`config.mk`:
```
export PLATFORM = sky130hd
export DESIGN_NAME = cms_front
export DESIGN_NICKNAME = d
export VERILOG_FILES = /design/src/rtl/core/cms_pkg.sv /design/src/rtl/core/cms_front.sv
export SDC_FILE = /design/constraint.sdc
export NUM_CORES = 1
export LEC_CHECK = 0
export BUFFER_PORTS_ARGS = -buffer_cell sky130_fd_sc_hd__buf_2
export CORE_MARGIN = 3
export CORE_UTILIZATION = 30
export CTS_BUF_LIST = sky130_fd_sc_hd__clkbuf_16
export CTS_CLUSTER_DIAMETER = 60
export CTS_CLUSTER_SIZE = 14
export DETAILED_ROUTE_END_ITERATION = 12
export MAX_ROUTING_LAYER = met4
export PLACE_DENSITY_LB_ADDON = 0.05
export SLEW_MARGIN = 20
export SYNTH_ARGS = -nofsm -noshare
export SYNTH_HDL_FRONTEND = slang
export SYNTH_SLANG_ARGS = --single-unit
```
`constraint.sdc`:
```
create_clock -name clk -period 2 [get_ports clk]
set_input_delay 0.4 -clock clk [delete_from_list [all_inputs] [get_ports clk]]
set_output_delay 0.4 -clock clk [all_outputs]
set_load 0.01 [all_outputs]
```
`src/rtl/core/cms_pkg.sv`:
```
// Package: types, constants and helpers for the confusion matrix statistics unit
package cms_pkg;

    localparam int MAX_CLASSES = 16;
    localparam int COUNT_BITS  = 32;
    localparam int LBL_W       = $clog2(MAX_CLASSES);
    localparam int ADDR_W      = 2 * LBL_W;
    localparam int DEPTH       = MAX_CLASSES * MAX_CLASSES;
    localparam int NCLS_W      = 5;
    localparam int SUM_W       = 64;
    localparam int Q_W         = 17;
    localparam logic [Q_W-1:0] Q_ONE = 17'h10000;
    localparam logic [COUNT_BITS-1:0] CELL_MAX = {COUNT_BITS{1'b1}};
    localparam logic [SUM_W-1:0] SUM_MAX = {SUM_W{1'b1}};

    localparam logic [1:0] FN_COUNT   = 2'd0;
    localparam logic [1:0] FN_CLEAR   = 2'd1;
    localparam logic [1:0] FN_CLASS   = 2'd2;
    localparam logic [1:0] FN_SUMMARY = 2'd3;

    localparam logic [NCLS_W-1:0] NCLS_RESET = 5'd16;

    typedef struct packed {
        logic [1:0]       func;
        logic [LBL_W-1:0] actual;
        logic [LBL_W-1:0] predicted;
    } in_item_t;

    typedef struct packed {
        logic        status;
        logic [31:0] cell_count;
        logic [31:0] diag_count;
        logic [31:0] row_total;
        logic [31:0] col_total;
        logic [31:0] grand_total;
        logic [16:0] recall_q16;
        logic [16:0] precision_q16;
        logic [16:0] jaccard_q16;
        logic [16:0] accuracy_q16;
        logic [4:0]  classes_present;
        logic        all_present;
    } out_item_t;

    // Command passed from the front to the back through the queue
    typedef struct packed {
        logic [1:0]       func;
        logic             bad;
        logic [LBL_W-1:0] actual;
        logic [LBL_W-1:0] predicted;
    } cmd_t;

    function automatic logic [SUM_W-1:0] sat_add(input logic [SUM_W-1:0] a,
                                                input logic [SUM_W-1:0] b);
        logic [SUM_W:0] s;
        s = {1'b0, a} + {1'b0, b};
        return s[SUM_W] ? SUM_MAX : s[SUM_W-1:0];
    endfunction

    function automatic logic [31:0] clip32(input logic [SUM_W-1:0] x);
        return (|x[SUM_W-1:32]) ? 32'hFFFF_FFFF : x[31:0];
    endfunction

endpackage

```
`src/rtl/core/cms_front.sv`:
```
// Front end: accepts beats, checks labels, queues commands for the back end
module cms_front (
    input  logic                  clk,
    input  logic                  rst_n,
    input  logic                  push,
    output logic                  full,
    input  cms_pkg::in_item_t     in_item,
    input  logic [4:0]            n_eff,
    output logic                  q_valid,
    output cms_pkg::cmd_t         q_cmd,
    input  logic                  q_pop
);
    import cms_pkg::*;

    localparam int QD = 2;

    cmd_t          q_mem [QD];
    logic [1:0]    cnt_reg, cnt_next;
    logic          wr_reg, rd_reg;
    cmd_t          cmd;
    logic          do_push;

    // Classify the incoming beat
    always_comb
    begin
        cmd.func      = in_item.func;
        cmd.actual    = in_item.actual;
        cmd.predicted = in_item.predicted;
        cmd.bad       = ({1'b0, in_item.actual} >= n_eff)
                     || ({1'b0, in_item.predicted} >= n_eff);
    end

    assign full    = (cnt_reg == 2'(QD));
    assign do_push = push && !full;
    assign q_valid = (cnt_reg != 2'd0);
    assign q_cmd   = q_mem[rd_reg];

    always_comb
    begin
        cnt_next = cnt_reg;
        if (do_push && !(q_pop && q_valid))
        begin
            cnt_next = cnt_reg + 2'd1;
        end
        else if (!do_push && q_pop && q_valid)
        begin
            cnt_next = cnt_reg - 2'd1;
        end
    end

    // Advance queue pointers
    always_ff @(posedge clk or negedge rst_n)
    begin
        if (!rst_n)
        begin
            cnt_reg <= 2'd0;
            wr_reg  <= 1'b0;
            rd_reg  <= 1'b0;
        end
        else
        begin
            cnt_reg <= cnt_next;
            if (do_push)
            begin
                wr_reg <= ~wr_reg;
            end
            if (q_pop && q_valid)
            begin
                rd_reg <= ~rd_reg;
            end
        end
    end

    // Store queue entries
    always_ff @(posedge clk)
    begin
        if (do_push)
        begin
            q_mem[wr_reg] <= cmd;
        end
    end

    assert property (@(posedge clk) disable iff (!rst_n) cnt_reg <= 2'(QD))
        else $error("queue count overflow");
    assert property (@(posedge clk) disable iff (!rst_n)
        (do_push && !q_pop && !full) |=> (cnt_reg == $past(cnt_reg) + 2'd1))
        else $error("queue count did not advance");
    assert property (@(posedge clk) disable iff (!rst_n)
        (q_pop && q_valid && !do_push) |=> (cnt_reg == $past(cnt_reg) - 2'd1))
        else $error("queue count did not drop");
endmodule

```
-- After elaboration in Yosys (flattened, before gate mapping)
Memories as Yosys holds them, arrays and structs flattened.
Index checks and enable logic that the tools add are counted.
- memories: 1
- bits in latches: 0
- bits in registers: 4
- output and inout bits: 13
- input bits: 19
- word-level logic and storage cells: 26
- memory bits (read-only): 0
- memory bits (writable): 22
- memory list (name ; depth ; bits a word ; read ports ; clocked after Yosys merged registers in ; wr ports ; line ; text):
    q_mem ; 2 ; 11 ; 1 ; 0 ; 1 ; cms_front.sv:17 ; cmd_t q_mem [QD];
- order comparisons: 2
- reductions and logical operators: 11
- shift operators: 0
- add/subtract/negate cells: 2
- bitwise logic cells: 2
- equal/unequal tests: 1
- multiplexer cells: 4
- multipliers: 0
- div/mod/pow operators: 0
- operators with widths (kind ; count):
    $ge 4x5->1 ; 2
    $logic_and 1x1->1 ; 5
    $mux 2 ; 2
    $reduce_bool 2->1 ; 2
    $logic_not 1->1 ; 3
    $add 2x1->2 const B ; 1
    $eq 2x2->1 const B ; 1
    $mux 1 ; 2
    $not 1->1 ; 2
    $sub 2x1->2 const B ; 1
    $logic_or 1x1->1 ; 1

-- Longest topological paths before layout
- word-level depth: 8
- depth in mapped cells: 6

-- Worst setup path before layout
No wires, ideal clock.
- path kind: input to register
- from: input port in_item[4] (netlist bit)
- to: memory q_mem[0][8] (netlist bit) (data pin)
- path slack: 0.503 ns
- arrival time: 1.239 ns
- library setup time: 0.258 ns
- cell stages on the path: 6
- cell sequence: inv_1 > ha_1 > nand2b_1 > a211o_1 > o211ai_2 > a21oi_2
- RTL lines (item ; line ; text):
    from (decl) ; cms_front.sv:7 ; input cms_pkg::in_item_t in_item,
    to (decl) ; cms_front.sv:17 ;

==> results.py <==
metrics = {
    "outcome": {
        "outcome": "complete, no violations",
    },
    "run": {
        "max_cap_violations": 0,
    },
    "setup_path": {
        "r2r.worst_path.cells": 3,
        "crit_start": "rd_reg",
        "cp_max_fo": 7,
        "cp_data_required_time_ps": 1600,
        "reg2reg_setup_slack_ps": 540,
        "critPathKind": "reg2out",
        "crit_arrival_ps": 1270,
        "critical_path.startpoint_type": "register",
        "endpoint": "q_cmd[1]",
        "reg2reg_from": "cnt_reg[0]",
        "regToRegEndpoint": "q_mem[1][3]",
        "endpoint_kind": "primary output",
    },
    "synth": {
        "yosysWarnings": 0,
        "synth_nets": 106,
        "netlist_area_mm2": 0.00118,
        "yosysMostFrequentCell": "edfxtp_1",
        "ys_seq_elements": 26,
        "synthArstFlopShare": 0.154,
        "synth_edf_count": 22,
        "syn_inst": 79,
        "ys_seq_area_frac": 0.643,
        "ys.flop_type": "edfxtp_1",
        "synth_cell_types": 21,
        "syn_area_per_cell_um2": 15.0,
        "yosys.area.top_type_share": 0.559,
        "synthTopCellsByArea": "edfxtp_1, mux2_2, dfrtp_1, ha_1, inv_1",
        "synthTopCellsByCount": "edfxtp_1, mux2_2, ha_1, inv_1",
        "synth_largest_area_cell": "edfxtp_1",
    },
    "sta": {
        "period_share": 0.834,
        "worst_clock_skew_ps": 1.22,
        "period_needed_ps": 1670,
        "fmax_ghz": 0.600,
        "relSlewSlack": 0.797,
        "hold_violations": 0,
        "rsz0062_at_grt": "no",
        "finalSetupTns_ps": 0,
        "maxSlewViolCount": 0,
        "tightest_slew_ps": 305,
        "finalSetupViolCount": 0,
    },
    "power_and_ir_drop": {
        "power_density_mw_per_mm2": 1160,
        "internal_power_mw": 1.28,
        "switchingPower_mw": 0.484,
        "switching_share": 0.275,
        "p_clk_frac": 0.243,
        "pwr-share-seq": 0.436,
        "p_leak_nw": 0.652,
        "combPwrFrac": 0.321,
        "ir_drop_mv": 0.298,
    },
    "detailed_routing": {
        "via_per_inst": 4.49,
        "wl_per_cell_um": 13.2,
        "met1_length_mm": 1.06,
        "wl_met2_mm": 1.04,
        "num_vias": 749,
        "first_iter_violations": 14,
        "first_pass_iters": 4,
        "dr.max_layer_used": "met4",
        "routed-wl-met3_um": 74,
        "postRouteAntennaNets": 0,
        "wl_mm": 2.20,
        "drc_errors": 0,
    },
    "cts": {
        "cts_sinks": 26,
        "cts_tree": "built",
        "cts-root-buf": "clkbuf_16",
        "clock_latency_ps": 250,
        "numCtsBuffers": 3,
        "htreeDepth": 1,
        "clk_pin_slew_ps": 60,
        "clock_path_buffers": 2,
        "post_cts_buffers": 0,
        "cts_resized": 0,
    },
    "place": {
        "gp_congestion": 0.672,
        "dpl.hpwl_mm": 1.79,
        "port_buffers": 31,
    },
    "layout": {
        "fin_util": 0.404,
        "regArea_um2": 761,
        "syn_to_final_growth_pct": 27.9,
        "drive_gt1_frac": 0.437,
        "multi_input_area_um2": 380,
        "nFillCells": 393,
        "largest_register_ffs": 22,
        "diodes": 0,
        "final_nets": 147,
    },
    "grt": {
        "grtUsageTotal": 0.104,
        "antenna_found_initial": 0,
        "grt_pass1_vias": 741,
        "grt_pass1_wl_mm": 3.37,
        "grt_max_degree": 15,
        "gr-total-overflow": 0,
    },
    "floorplan": {
        "start_util": 0.316,
        "rows": 22,
        "die_height_um": 68.8,
        "num_io_pins": 32,
        "core_mm2": 0.00374,
        "die_w_um": 68.8,
        "die-area_mm2": 0.00473,
    },
    "worst_hold_path": {
        "hold_path_class": "in2reg",
    },
}
[layout by cell type (no fill, tap or decap)]
| cell type | instances |
|---|---|
| buf_2 | 31 |
| edfxtp_1 | 22 |
| mux2_2 | 11 |
| inv_1 | 9 |
| ha_1 | 8 |
| buf_4 | 5 |
| o21ai_0 | 4 |
| dfrtp_1 | 4 |
| nor2_1 | 3 |
| a21oi_1 | 3 |
| clkbuf_16 | 3 |
| nand2b_1 | 2 |
| nand2_1 | 2 |
| xnor2_1 | 2 |
| or2_1 | 1 |
| and3_1 | 1 |
| nor4_1 | 1 |
| a22o_1 | 1 |
| a211o_1 | 1 |
| o211ai_2 | 1 |
| a21oi_2 | 1 |
| nor3b_1 | 1 |
| o211ai_1 | 1 |
| dlygate4sd3_1 | 1 |
[power groups by stage]
stage | Combinational, mW | Clock (mW) | Sequential, mW
6_report | 0.565 | 0.428 | 0.768
5_1_grt | 0.627 | 0.464 | 0.779
4_1_cts | 0.584 | 0.445 | 0.769
3_5_place_dp | 0.580 | 0 | 0.780
3_3_place_gp | 0.577 | 0 | 0.775
2_1_floorplan | 0.352 | 0 | 0.774
[worst min-delay path by stage]
stage               startpoint            to  slack (ps)  cells after the start
floorplan                rst_n    cnt_reg[0]         100                      0
global placement         rst_n    cnt_reg[1]         210                      1
detailed placement       rst_n    cnt_reg[0]         210                      1
CTS                 in_item[9]  q_mem[1][10]         330                      1
global route        in_item[9]  q_mem[0][10]         340                      1
finish              in_item[9]  q_mem[1][10]         340                      1
[what timing repair did]
item	CTS	global route
hold endpoints to repair	4	0
hold buffers	1	0
setup endpoints to repair	0	0
[layout make-up]
| type | count | share of cell area |
|---|---|---|
| Clock inverter | 1 | 0.00248 |
| Timing Repair Buffer | 37 | 0.134 |
| Inverter | 8 | 0.0199 |
| Tap cell | 48 | 0.0397 |
| Sequential cell | 26 | 0.503 |
| Multi-Input combinational cell | 44 | 0.251 |
| Clock buffer | 3 | 0.0496 |
[critical path: stages, from the launching register on]
cell and delay [ps]:
dfrtp_1 340, buf_4 170, mux2_2 350, buf_2 140
[routing by layer]
layer / up-vias / global-route usage
li1: 371 / -
met1: 360 / 0.133
met2: 16 / 0.161
met3: 2 / 0.0194
met4: 0 / 0.0438
met5: - / -
[stage by stage]
stage | hold WS [ps] | area (µm²) | setup slack [ps] | std cells | total power, mW
floorplan | 104 | 1180 | 503 | 79 | 1.13
global placement | 208 | 1420 | 356 | 162 | 1.35
detailed placement | 213 | 1420 | 322 | 162 | 1.36
CTS | 332 | 1510 | 315 | 167 | 1.80
global route | 335 | 1510 | 290 | 167 | 1.87
finish | 338 | 1510 | 332 | 167 | 1.76
[logic make-up (layout without fill, tap and decap cells)]
kind of cell	after synthesis	count (layout)	share of synthesized area
flops	26	26	0.643
compound gates	12	12	0.0688
mux	11	11	0.105
simple gates	11	11	0.0487
buf+inv	9	49	0.0349
fa+ha+maj	8	8	0.0847
xor+xnor	2	2	0.0148
Note: power is estimated with default switching activity, not from simulation.
